File: src/ins_pkg.sv
`timescale 1ns / 1ps
// ----------------------------------------------------------------------------
// ins_pkg
// Shared types for the insertion sorter: request payloads and cell control.
// ----------------------------------------------------------------------------
package ins_pkg;

  localparam int unsigned DataW = 32;

  typedef struct packed {
    logic signed [DataW-1:0] value;
    logic                    last_item;
  } in_item_t;

  typedef struct packed {
    logic signed [DataW-1:0] sorted_value;
    logic                    last_result;
    logic                    overflow;
  } out_item_t;

  // control broadcast to every cell of the chain
  typedef struct packed {
    logic                    insert;
    logic                    shift;
    logic signed [DataW-1:0] value;
  } cell_ctrl_t;

endpackage

File: src/ins_stream_if.sv
`timescale 1ns / 1ps
// ----------------------------------------------------------------------------
// ins_stream_if
// Valid/ready stream channel carrying one payload per request.
// ----------------------------------------------------------------------------
interface ins_stream_if #(
  parameter type payload_t = logic
);
  logic     valid;
  logic     ready;
  payload_t payload;

  modport source (
    output valid,
    output payload,
    input  ready
  );

  modport sink (
    input  valid,
    input  payload,
    output ready
  );
endinterface

File: src/ins_cell.sv
`timescale 1ns / 1ps
// ----------------------------------------------------------------------------
// ins_cell
// One slot of the sorted chain: compares the broadcast value against its own
// entry, takes the new value or its left neighbor on insert, and takes its
// right neighbor while the run is shifted out.
// ----------------------------------------------------------------------------
module ins_cell (
  input  logic                            clk_i,
  input  ins_pkg::cell_ctrl_t             ctrl_i,
  input  logic                            occ_i,
  input  logic signed [ins_pkg::DataW-1:0] left_val_i,
  input  logic                            left_gt_i,
  input  logic signed [ins_pkg::DataW-1:0] right_val_i,
  output logic signed [ins_pkg::DataW-1:0] val_o,
  output logic                            gt_o
);
  import ins_pkg::*;

  logic signed [DataW-1:0] val_d, val_q;

  // empty slots act as larger than anything; equal values stay put for stability
  assign gt_o  = !occ_i || (val_q > ctrl_i.value);
  assign val_o = val_q;

  always_comb begin
    val_d = val_q;
    if (ctrl_i.insert) begin
      if (gt_o) begin
        val_d = left_gt_i ? left_val_i : ctrl_i.value;
      end
    end else if (ctrl_i.shift) begin
      val_d = right_val_i;
    end
  end

  always_ff @(posedge clk_i) begin
    val_q <= val_d;
  end

endmodule

File: src/insertion_sorter_core.sv
`timescale 1ns / 1ps
// ----------------------------------------------------------------------------
// insertion_sorter_core
// Stable insertion sorter built from a chain of compare-and-shift cells.
// ----------------------------------------------------------------------------
// When an element is taken, its value is broadcast to every cell, each cell
// compares it with its own entry in parallel, and the chain opens a slot
// after all equal entries. Once the element marked last has been taken, the
// chain shifts its N held entries out through the output register, one per
// cycle when the sink is ready; no new element is taken while the run
// drains. Elements beyond CAPACITY are dropped and flag overflow on that
// list's results.
// ----------------------------------------------------------------------------
module insertion_sorter_core #(
  parameter int unsigned CAPACITY = 64
) (
  input  logic                clk_i,
  input  logic                rst_ni,
  ins_stream_if.sink          in_ch,
  ins_stream_if.source        out_ch
);
  import ins_pkg::*;

  localparam int unsigned CntW = $clog2(CAPACITY + 1);

  localparam logic ST_IDLE  = 1'b0;
  localparam logic ST_DRAIN = 1'b1;

  logic            state_d, state_q;
  logic [CntW-1:0] count_d, count_q;
  logic [CntW-1:0] rem_d, rem_q;
  logic            dropped_d, dropped_q;
  logic            out_valid_d, out_valid_q;
  out_item_t       out_d, out_q;

  logic            in_fire, do_insert, load;
  cell_ctrl_t      ctrl;
  in_item_t        in_item;

  logic signed [DataW-1:0] cell_val [CAPACITY];
  logic                    cell_gt  [CAPACITY];

  assign in_item   = in_ch.payload;
  assign in_ch.ready = (state_q == ST_IDLE);
  assign in_fire   = in_ch.valid && in_ch.ready;
  assign do_insert = in_fire && (count_q < CntW'(CAPACITY));
  assign load      = (state_q == ST_DRAIN) && (!out_valid_q || out_ch.ready);

  assign ctrl.insert = do_insert;
  assign ctrl.shift  = load;
  assign ctrl.value  = in_item.value;

  for (genvar i = 0; i < CAPACITY; i++) begin : g_cell
    logic signed [DataW-1:0] left_val, right_val;
    logic                    left_gt;

    if (i == 0) begin : g_head
      assign left_val = '0;
      assign left_gt  = 1'b0;
    end else begin : g_body
      assign left_val = cell_val[i-1];
      assign left_gt  = cell_gt[i-1];
    end

    if (i == CAPACITY - 1) begin : g_tail
      assign right_val = '0;
    end else begin : g_mid
      assign right_val = cell_val[i+1];
    end

    ins_cell u_cell (
      .clk_i       (clk_i),
      .ctrl_i      (ctrl),
      .occ_i       (CntW'(i) < count_q),
      .left_val_i  (left_val),
      .left_gt_i   (left_gt),
      .right_val_i (right_val),
      .val_o       (cell_val[i]),
      .gt_o        (cell_gt[i])
    );
  end

  always_comb begin
    state_d     = state_q;
    count_d     = count_q;
    rem_d       = rem_q;
    dropped_d   = dropped_q;
    out_valid_d = out_valid_q;
    out_d       = out_q;

    if (out_valid_q && out_ch.ready) begin
      out_valid_d = 1'b0;
    end

    unique case (state_q)
      ST_IDLE: begin
        if (in_fire) begin
          if (do_insert) begin
            count_d = count_q + CntW'(1);
          end else begin
            dropped_d = 1'b1;
          end
          if (in_item.last_item) begin
            state_d = ST_DRAIN;
            rem_d   = do_insert ? count_q + CntW'(1) : count_q;
          end
        end
      end
      ST_DRAIN: begin
        if (load) begin
          out_valid_d        = 1'b1;
          out_d.sorted_value = cell_val[0];
          out_d.last_result  = (rem_q == CntW'(1));
          out_d.overflow     = dropped_q;
          rem_d              = rem_q - CntW'(1);
          if (rem_q == CntW'(1)) begin
            state_d   = ST_IDLE;
            count_d   = '0;
            dropped_d = 1'b0;
          end
        end
      end
      default: state_d = ST_IDLE;
    endcase
  end

  always_ff @(posedge clk_i or negedge rst_ni) begin
    if (!rst_ni) begin
      state_q     <= ST_IDLE;
      count_q     <= '0;
      rem_q       <= '0;
      dropped_q   <= 1'b0;
      out_valid_q <= 1'b0;
    end else begin
      state_q     <= state_d;
      count_q     <= count_d;
      rem_q       <= rem_d;
      dropped_q   <= dropped_d;
      out_valid_q <= out_valid_d;
    end
  end

  always_ff @(posedge clk_i) begin
    out_q <= out_d;
  end

  assign out_ch.valid   = out_valid_q;
  assign out_ch.payload = out_q;

  a_count_bound : assert property (@(posedge clk_i) disable iff (!rst_ni)
    count_q <= CntW'(CAPACITY))
    else $error("entry count above capacity");

  a_drain_nonempty : assert property (@(posedge clk_i) disable iff (!rst_ni)
    (state_q == ST_DRAIN) |-> (rem_q != '0) && (rem_q <= count_q))
    else $error("drain with no entries left");

  a_last_enters_drain : assert property (@(posedge clk_i) disable iff (!rst_ni)
    (in_fire && in_item.last_item) |=> (state_q == ST_DRAIN))
    else $error("last request did not start the drain");

  a_final_result_resets : assert property (@(posedge clk_i) disable iff (!rst_ni)
    (load && rem_q == CntW'(1)) |=>
      (state_q == ST_IDLE) && (count_q == '0) && !dropped_q && out_q.last_result)
    else $error("final result did not empty the store");

endmodule
File: src/flat_wrapper.sv
// flat-port wrapper written by rule: the top's interface ports become plain ports
module insertion_sorter_core_flat import ins_pkg::*;
#(
  parameter int unsigned CAPACITY = 64
)
  (clk_i, rst_ni, in_ch_valid, in_ch_payload, in_ch_ready, out_ch_valid, out_ch_payload, out_ch_ready);
  ins_stream_if in_ch_i ();
  ins_stream_if out_ch_i ();
  input  logic clk_i;
  input  logic rst_ni;
  input wire logic [$bits(in_ch_i.valid)-1:0] in_ch_valid;
  input wire logic [$bits(in_ch_i.payload)-1:0] in_ch_payload;
  output wire logic [$bits(in_ch_i.ready)-1:0] in_ch_ready;
  output wire logic [$bits(out_ch_i.valid)-1:0] out_ch_valid;
  output wire logic [$bits(out_ch_i.payload)-1:0] out_ch_payload;
  input wire logic [$bits(out_ch_i.ready)-1:0] out_ch_ready;
  assign in_ch_i.valid = in_ch_valid;
  assign in_ch_i.payload = in_ch_payload;
  assign in_ch_ready = in_ch_i.ready;
  assign out_ch_valid = out_ch_i.valid;
  assign out_ch_payload = out_ch_i.payload;
  assign out_ch_i.ready = out_ch_ready;
  insertion_sorter_core #(.CAPACITY(CAPACITY)) u_core (.clk_i(clk_i), .rst_ni(rst_ni), .in_ch(in_ch_i), .out_ch(out_ch_i));
endmodule
File: config.mk
export PLATFORM = sky130hd
export DESIGN_NAME = insertion_sorter_core_flat
export DESIGN_NICKNAME = d
export VERILOG_FILES = /design/src/ins_pkg.sv /design/src/ins_stream_if.sv /design/src/ins_cell.sv /design/src/insertion_sorter_core.sv /design/src/flat_wrapper.sv
export SDC_FILE = /design/constraint.sdc
export NUM_CORES = 1
export LEC_CHECK = 0
export BUFFER_PORTS_ARGS = -buffer_cell sky130_fd_sc_hd__buf_2
export CORE_UTILIZATION = 23
export CTS_CLUSTER_SIZE = 20
export DETAILED_ROUTE_END_ITERATION = 8
export GPL_TIMING_DRIVEN = 1
export SKIP_CTS_REPAIR_TIMING = 1
export SLEW_MARGIN = 20
export SYNTH_ARGS = -nofsm -noshare
export SYNTH_HDL_FRONTEND = slang
export SYNTH_SLANG_ARGS = --single-unit
File: constraint.sdc
create_clock -name clk_i -period 3.1 [get_ports clk_i]
set_input_delay 0.62 -clock clk_i [delete_from_list [all_inputs] [get_ports clk_i]]
set_output_delay 0.62 -clock clk_i [all_outputs]
set_load 0.1 [all_outputs]
## After elaboration in Yosys (flattened, before gate mapping)

Cells that the tools add are included.

- Output and inout bits: 3
- Bits in registers: 18
- Input bits: 5
- Word-level logic and storage cells: 48

- Order comparisons: 1
- Bitwise logic cells: 1
- Multiplexer cells: 22
- Eq/ne operators: 6
- Reduce and logical (&&, ||, !) cells: 10
- Add/sub/neg operators: 2

Operators by type and width:

| cell | count |
|---|---|
| $mux 7 | 7 |
| $pmux 7 s2 | 2 |
| $mux 1 | 11 |
| $ne 2x2->1 const B | 5 |
| $add 7x1->7 const B | 1 |
| $eq 7x1->1 const B | 1 |
| $lt 7x7->1 const B | 1 |
| $sub 7x1->7 const B | 1 |
| $reduce_and 3->1 | 2 |
| $logic_and 1x1->1 | 4 |
| $pmux 1 s2 | 2 |
| $reduce_and 4->1 | 1 |
| $reduce_and 2->1 | 1 |
| $logic_not 1->1 | 1 |
| $logic_or 1x1->1 | 1 |
| $not 1->1 | 1 |

## Logic depth before layout (Yosys ltp)

Gate-level depths: netlist (run 1).

- Depth in word-level cells: 7
- Mapped depth: 5

## Worst setup path before layout (run 1)

Ideal clock, no wire load.

- Path type: register -> register
- Start point: register u_core.out_valid_q (netlist: u_core.out_ch.valid)
- End point: register u_core.rem_q[0]
- Data required time: 2.975 ns
- Path buffers: 0
- Clock period less this slack: 1.976 ns
- Data arrival time: 1.851 ns
- Stages on the path, launching flop included: 4
- Setup slack: 1.124 ns
- Cell sequence: dfrtp_1 -> nand2b_1 -> a21oi_2 -> mux2_2

- Word-level cells in the longest chain between the ends: 5

Ends and longest elaborated chain:

| element | line | RTL |
|---|---|---|
| from (decl) | insertion_sorter_core.sv:33 | `logic out_valid_d, out_valid_q;` |
| from (signal assigned) | insertion_sorter_core.sv:139 | `out_valid_q <= out_valid_d;` |
| $logic_not 1->1 | insertion_sorter_core.sv:47 | `assign load = (state_q == ST_DRAIN) && (!out_valid_q \|\| out_ch.ready);` |
| $logic_or 1x1->1 | insertion_sorter_core.sv:47 |  |
| $logic_and 1x1->1 | insertion_sorter_core.sv:47 |  |
| $ne 2x2->1 (no source line) | - |  |
| $reduce_and 3->1 (no source line) | - |  |
| to (signal assigned) | insertion_sorter_core.sv:137 | `rem_q <= rem_d;` |
| to (decl) | insertion_sorter_core.sv:31 | `logic [CntW-1:0] rem_d, rem_q;` |

Every way passes these cells.
A chain may end at the register's enable or synchronous reset.

## Final worst setup path (run 1)

- Start point: register u_core.state_q
- End point: output in_ch_ready

- Word-level cells in the longest chain between the ends: 1

Ends and longest elaborated chain:

| element | line | RTL |
|---|---|---|
| from (decl) | insertion_sorter_core.sv:29 | `logic state_d, state_q;` |
| from (signal assigned) | insertion_sorter_core.sv:135 | `state_q <= state_d;` |
| $not 1->1 | insertion_sorter_core.sv:44 | `assign in_ch.ready = (state_q == ST_IDLE);` |
| to (decl) | flat_wrapper.sv:13 | `output wire logic [$bits(in_ch_i.ready)-1:0] in_ch_ready;` |

Every way passes these cells.

==> results of run 1 <==
## registers in the layout (all words and copies together) (netlist names)
| signal | count |
|---|---|
| u_core.count_q | 7 |
| u_core.rem_q | 7 |
| u_core.dropped_q | 1 |
| u_core.out_ch.payload | 1 |
| u_core.out_ch.valid | 1 |
| u_core.state_q | 1 |
## synth_stat cells, types with 2 or more instances
master    count  share of area, %
nand2_1      11               4.0
xor2_1        2               1.7
nand3_1       4               1.9
o22ai_1       4               2.4
ha_1          3               3.6
o21ai_0       6               2.9
a31oi_1       2               1.2
dfrtp_1      17                41
nand4_1       3               1.8
nor2_1        6               2.2
xnor2_1       4               3.4
a222oi_1      2               1.9
inv_1         5               1.8
nand2b_1      3               1.8
mux2_2        2               2.2
mux2i_1       2               1.9
o31ai_1       2               1.4
## placed cells by master (no fill, tap or decap), types with 3 or more instances in the layout
| cell | n |
|---|---|
| nor2_1 | 6 |
| buf_2 | 7 |
| ha_1 | 3 |
| o22ai_1 | 4 |
| dfrtp_1 | 17 |
| nand2b_1 | 3 |
| nand4_1 | 3 |
| nand3_1 | 4 |
| clkbuf_8 | 3 |
| inv_1 | 5 |
| o21ai_0 | 6 |
| xnor2_1 | 4 |
| nand2_1 | 11 |
## power groups by stage
stage / Sequential (uW) / Combinational, uW / Clock [uW]
2_1_floorplan: 422 / 375 / 0
3_3_place_gp: 425 / 449 / 0
3_5_place_dp: 432 / 457 / 0
4_1_cts: 427 / 459 / 170
5_1_grt: 443 / 503 / 183
6_report: 430 / 456 / 166
## area by class of cell
class	count	share of cell area (%)
clock buffer	4	3.88
sequential	18	39.3
timing repair buffer	7	3.02
tap	52	5.61
inverter	6	1.94
multi-input combinational	75	46.3
## critical path, delay by kind of cell (launching register included)
kind,cells,cell delay [ns]
flops,1,0.68
buf+inv,2,0.83
## worst paths after layout
path	from	endpoint	slack (ns)
min in group clk_i	u_core.dropped_q	u_core.out_ch.payload	0.45
setup / recovery	u_core.state_q	in_ch_ready	0.72
hold reg to reg	u_core.dropped_q	u_core.out_ch.payload	0.45
hold / removal	rst_ni	u_core.rem_q[4]	0.29
setup reg to reg	u_core.state_q	u_core.rem_q[4]	1.24
max in group asynchronous	rst_ni	u_core.count_q[2]	2.53
## metal layers
| metal | global-route usage (%) | wire [microns] | vias up |
|---|---|---|---|
| li1 | - | - | 390 |
| met1 | 13.5 | 1090 | 376 |
| met2 | 13.2 | 928 | 18 |
| met3 | 4.07 | 113 | 2 |
| met4 | 2.72 | 18 | 0 |
| met5 | 0 | 0 | - |
## logic make-up after synthesis
kind of cell / Yosys count / share of synthesized area [%]
AOI/OAI and AO/OA: 25 / 16.7
xor gates and xnor gates: 6 / 5.05
and+or+nand+nor: 37 / 22.1
adders and majority gates: 3 / 3.61
buffers and inverters: 10 / 4.57
muxes: 4 / 4.09
DFF: 18 / 43.8
## metrics by stage
stage	setup slack (ns)	hold slack [ns]
after floorplan	1.12	0.324
after global routing	0.625	0.311
after detailed placement	1.03	0.434
after CTS	0.747	0.296
after global placement	1.08	0.456
final	0.723	0.287
==> flow_metrics.py, run 1 <==
metrics = {
    "detailed_routing": {
        "vias_per_cell": 4.85,
        "dr_total_vias": 786,
        "drt_wl_total_microns": 2150,
        "drtAntennaViolNets": 0,
        "drc": 0,
        "drt_iter0_drc": 72,
        "wire_per_inst_microns": 13.3,
        "first_pass_iters": 4,
    },
    "run": {
        "maxCapViolCount": 0,
    },
    "synthesis": {
        "synth_edf_count": 1,
        "syn_nets": 111,
        "synth.distinct_cells": 42,
        "yosys_register_bits": 18,
        "ys.warnings.count": 0,
        "synth_ff_type": "dfrtp_1",
        "synth_cells": 103,
        "ys_async_sr_fraction_pct": 94.4,
        "synth_area_per_cell_sq_um": 10.1,
        "synth.cell_area_sq_um": 1040,
        "synth_seq_area_share_pct": 43.8,
    },
    "power_and_ir_drop": {
        "ir_worst_vdd_v": 0.000190,
        "p_clk_share_pct": 15.8,
        "switching_share_pct": 43.7,
        "p_int_uw": 592,
        "power.leakage_uw": 0.000489,
        "p_switching_uw": 460,
        "pwr-share-seq_pct": 40.8,
        "combPwrFrac_pct": 43.4,
        "power_density_nw_per_um2": 907,
        "fin_total_pwr_uw": 1050,
    },
    "worst_hold_path": {
        "hold_path_class": "in -> async",
    },
    "worst_setup_path": {
        "setup.worst_path.end_class": "primary output",
        "path_cells": "clkinv_1, buf_2",
        "worstRegToRegCells": 4,
        "critPathMaxFanout": 19,
        "cp_slowest_stage_delay_ns": 0.68,
        "slowest_stage": "dfrtp_1",
        "cp.required_ns": 2.48,
        "worstPathArrival_ns": 1.76,
        "cp-start-kind": "flip-flop",
        "worstSetupPathType": "reg -> out",
    },
    "clock_tree": {
        "cts_made_buffers": 3,
        "clkLatencyLatePin_ns": 0.25,
        "tritoncts": "done",
        "cts_max_level": 1,
        "cts-root-buf": "clkbuf_8",
        "cts_buffer_depth": 2,
        "clk_pin_slew_ns": 0.07,
        "clock-sinks": 18,
    },
    "final_layout": {
        "drive_gt1_share_pct": 15.5,
        "syn_to_final_growth_pct": 11.6,
        "fin_util_pct": 26.6,
        "multi_input_area_sq_um": 537,
        "n_antenna_cell": 0,
        "fillers": 460,
        "register_area_sq_um": 455,
        "fin_nets": 119,
        "final_cells": 162,
        "final_cell_area_sq_um": 1160,
    },
    "floorplan": {
        "start_util_pct": 23.9,
        "core_area_sq_um": 4350,
        "ios": 8,
        "die_height_microns": 69.2,
        "die_w_microns": 69.2,
        "row_count": 24,
        "dieArea_sq_um": 4790,
    },
    "sta": {
        "fmax_mhz": 421,
        "setup_tns_ns": 0,
        "rsz0062_at_grt": "false",
        "slew_viol_final": 0,
        "fin_skew_ns": 0.00147,
        "fin_crit_sh_pct": 76.7,
        "setup_violations": 0,
        "finalHoldViolCount": 0,
        "slew_headroom_pct": 64.6,
        "min_period_ns": 2.38,
        "worst_pin_slew_ns": 0.531,
    },
    "global_route": {
        "grt_use_total_pct": 9.56,
        "grt_max_degree": 20,
        "grt_overflow": 0,
        "grt_pass1_vias": 716,
        "antenna_found_initial": 0,
        "grt_pass1_wl_microns": 3590,
    },
    "placed_design": {
        "placedCellCount": 158,
        "io_buffers": 7,
        "place_congestion": 0.791,
        "placed_area_sq_um": 1110,
        "dp_hpwl_microns": 1600,
    },
    "outcome": {
        "status": "finished clean",
    },
}
Note: power is estimated with default switching activity, not from simulation.
==> inputs of run 2 (changes only) <==
clock period = 2.2 ns   (was 3.1 ns; I/O delays follow)
==> run 2 against run 1 <==
  * Clock skew is 0.0014 ns higher
  * Routed wire length is 1.3% higher
  * Sequential share of layout area down 0.83 points
  * Largest cell class unchanged
==> flow_metrics.py, run 2 (synthesis results as in run 1) <==
metrics = {
    "outcome": {
        "status": "finished clean",
    },
    "power_and_ir_drop": {
        "ir_worst_vdd_v": 0.000334,
        "power_density_nw_per_um2": 1300,
        "power.leakage_uw": 0.000504,
    },
    "worst_hold_path": {
        "hold_path_class": "in -> async",
    },
    "detailed_routing": {
        "dr_total_vias": 811,
        "drc": 0,
        "first_pass_iters": 4,
        "drtAntennaViolNets": 0,
        "wire_per_inst_microns": 13.3,
        "vias_per_cell": 4.95,
        "drt_wl_total_microns": 2180,
        "drt_iter0_drc": 170,
    },
    "worst_setup_path": {
        "cp.required_ns": 1.76,
        "worstPathArrival_ns": 1.36,
        "cp-start-kind": "flip-flop",
        "critPathMaxFanout": 16,
        "timing.critical_path.buf_inv": 3,
        "critical_path.top_delay_family": "buffers and inverters",
        "slowest_stage": "dfrtp_1",
        "setup.worst_path.end_class": "primary output",
        "worstSetupPathType": "reg -> out",
        "cp_slowest_stage_delay_ns": 0.41,
        "path_cells": "buf_4, clkinv_1, buf_2",
    },
    "floorplan": {
        "row_count": 24,
        "start_util_pct": 23.9,
        "core_area_sq_um": 4350,
        "die_w_microns": 69.2,
        "die_height_microns": 69.2,
        "ios": 8,
        "dieArea_sq_um": 4790,
    },
    "sta": {
        "worst_pin_slew_ns": 0.484,
        "fmax_mhz": 555,
        "finalHoldViolCount": 0,
        "setup_tns_ns": 0,
        "slew_headroom_pct": 68.0,
        "slew_viol_final": 0,
        "rsz0062_at_grt": "false",
        "min_period_ns": 1.80,
        "fin_crit_sh_pct": 81.9,
        "setup_violations": 0,
        "fin_skew_ns": 0.00290,
    },
    "clock_tree": {
        "cts_made_buffers": 3,
        "cts_max_level": 1,
        "clkLatencyLatePin_ns": 0.26,
        "tritoncts": "done",
        "cts-root-buf": "clkbuf_8",
        "cts_buffer_depth": 2,
        "clock-sinks": 18,
        "clk_pin_slew_ns": 0.07,
    },
    "placed_design": {
        "place_congestion": 0.827,
        "io_buffers": 7,
        "placed_area_sq_um": 1130,
        "dp_hpwl_microns": 1590,
    },
    "global_route": {
        "antenna_found_initial": 0,
        "grt_overflow": 0,
        "grt_max_degree": 18,
        "grt_pass1_wl_microns": 3690,
        "grt_use_total_pct": 9.74,
        "grt_pass1_vias": 807,
    },
    "final_layout": {
        "n_antenna_cell": 0,
        "final_cell_mix": "dfrtp_1 (17), nand2_1 (11), buf_2 (7), nor2_1 (6), o21ai_0 (6)",
        "drive_gt1_share_pct": 17.9,
        "final_cell_area_sq_um": 1180,
        "reg_top3": "u_core.count_q (7), u_core.rem_q (7)",
        "syn_to_final_growth_pct": 14.0,
        "final_common_cell": "dfrtp_1",
        "fin_nets": 121,
    },
    "run": {
        "maxCapViolCount": 0,
    },
}
run 2: cell count changes in the layout (fill, tap and decap cells not counted), sizes merged:
cell  previous run  this run
buf              7         9
run 2: final cells by class:
class                      count  area (sq um)
fill                         446          3170
inverter                       6          22.5
tap                           52          65.1
timing repair buffer           9          50.0
multi-input combinational     75           537
sequential                    18           455
clock buffer                   4          55.1
run 2: metrics by stage:
step / setup slack [ns] / utilization [%] / std cells / hold slack (ns) / total power (uW)
floorplan: 0.224 / - / 103 / 0.144 / 1120
global placement: 0.520 / 25.9 / 160 / 0.382 / 1250
detailed placement: 0.543 / 25.9 / 160 / 0.388 / 1270
CTS: 0.396 / 27.2 / 164 / 0.111 / 1540
global route: 0.359 / 27.2 / 164 / 0.124 / 1650
finish: 0.399 / 27.2 / 164 / 0.0958 / 1540
run 2: power breakdown:
part	switching (uW)	total [uW]	internal [uW]	leakage (uW)
clock	117	276	159	0.0000288
sequential	134	581	447	0.000222
combinational	406	683	276	0.000254
total	657	1540	883	0.000504
run 2: final timing paths:
kind,start,endpoint,slack [ns],cells after the start
worst min-delay path,rst_ni,u_core.dropped_q,0.1,1
max in group asynchronous,rst_ni,u_core.rem_q[1],1.82,1
worst min register to register,u_core.dropped_q,u_core.out_ch.payload,0.45,0
worst max register to register,u_core.rem_q[2],u_core.count_q[4],0.55,4
worst max-delay path,u_core.state_q,in_ch_ready,0.40,3
min in group clk_i,in_ch_payload,u_core.state_q,0.45,3
run 2: worst register-to-register path, stage by stage, from the launching register on:
cell and delay (ns):
dfrtp_1 0.43, nor2_1 0.21, nor4b_1 0.32, and3_1 0.41
o21ai_0 0.15
run 2: metal layers:
metal	routed length (microns)	global-route usage [%]	vias to the layer above	share of wire (%)
met2	1030	15.2	27	47
met3	136	3.63	5	6.2
met5	0	0	-	0
li1	-	-	394	-
met4	40	4.08	0	1.8
met1	975	12.0	385	45
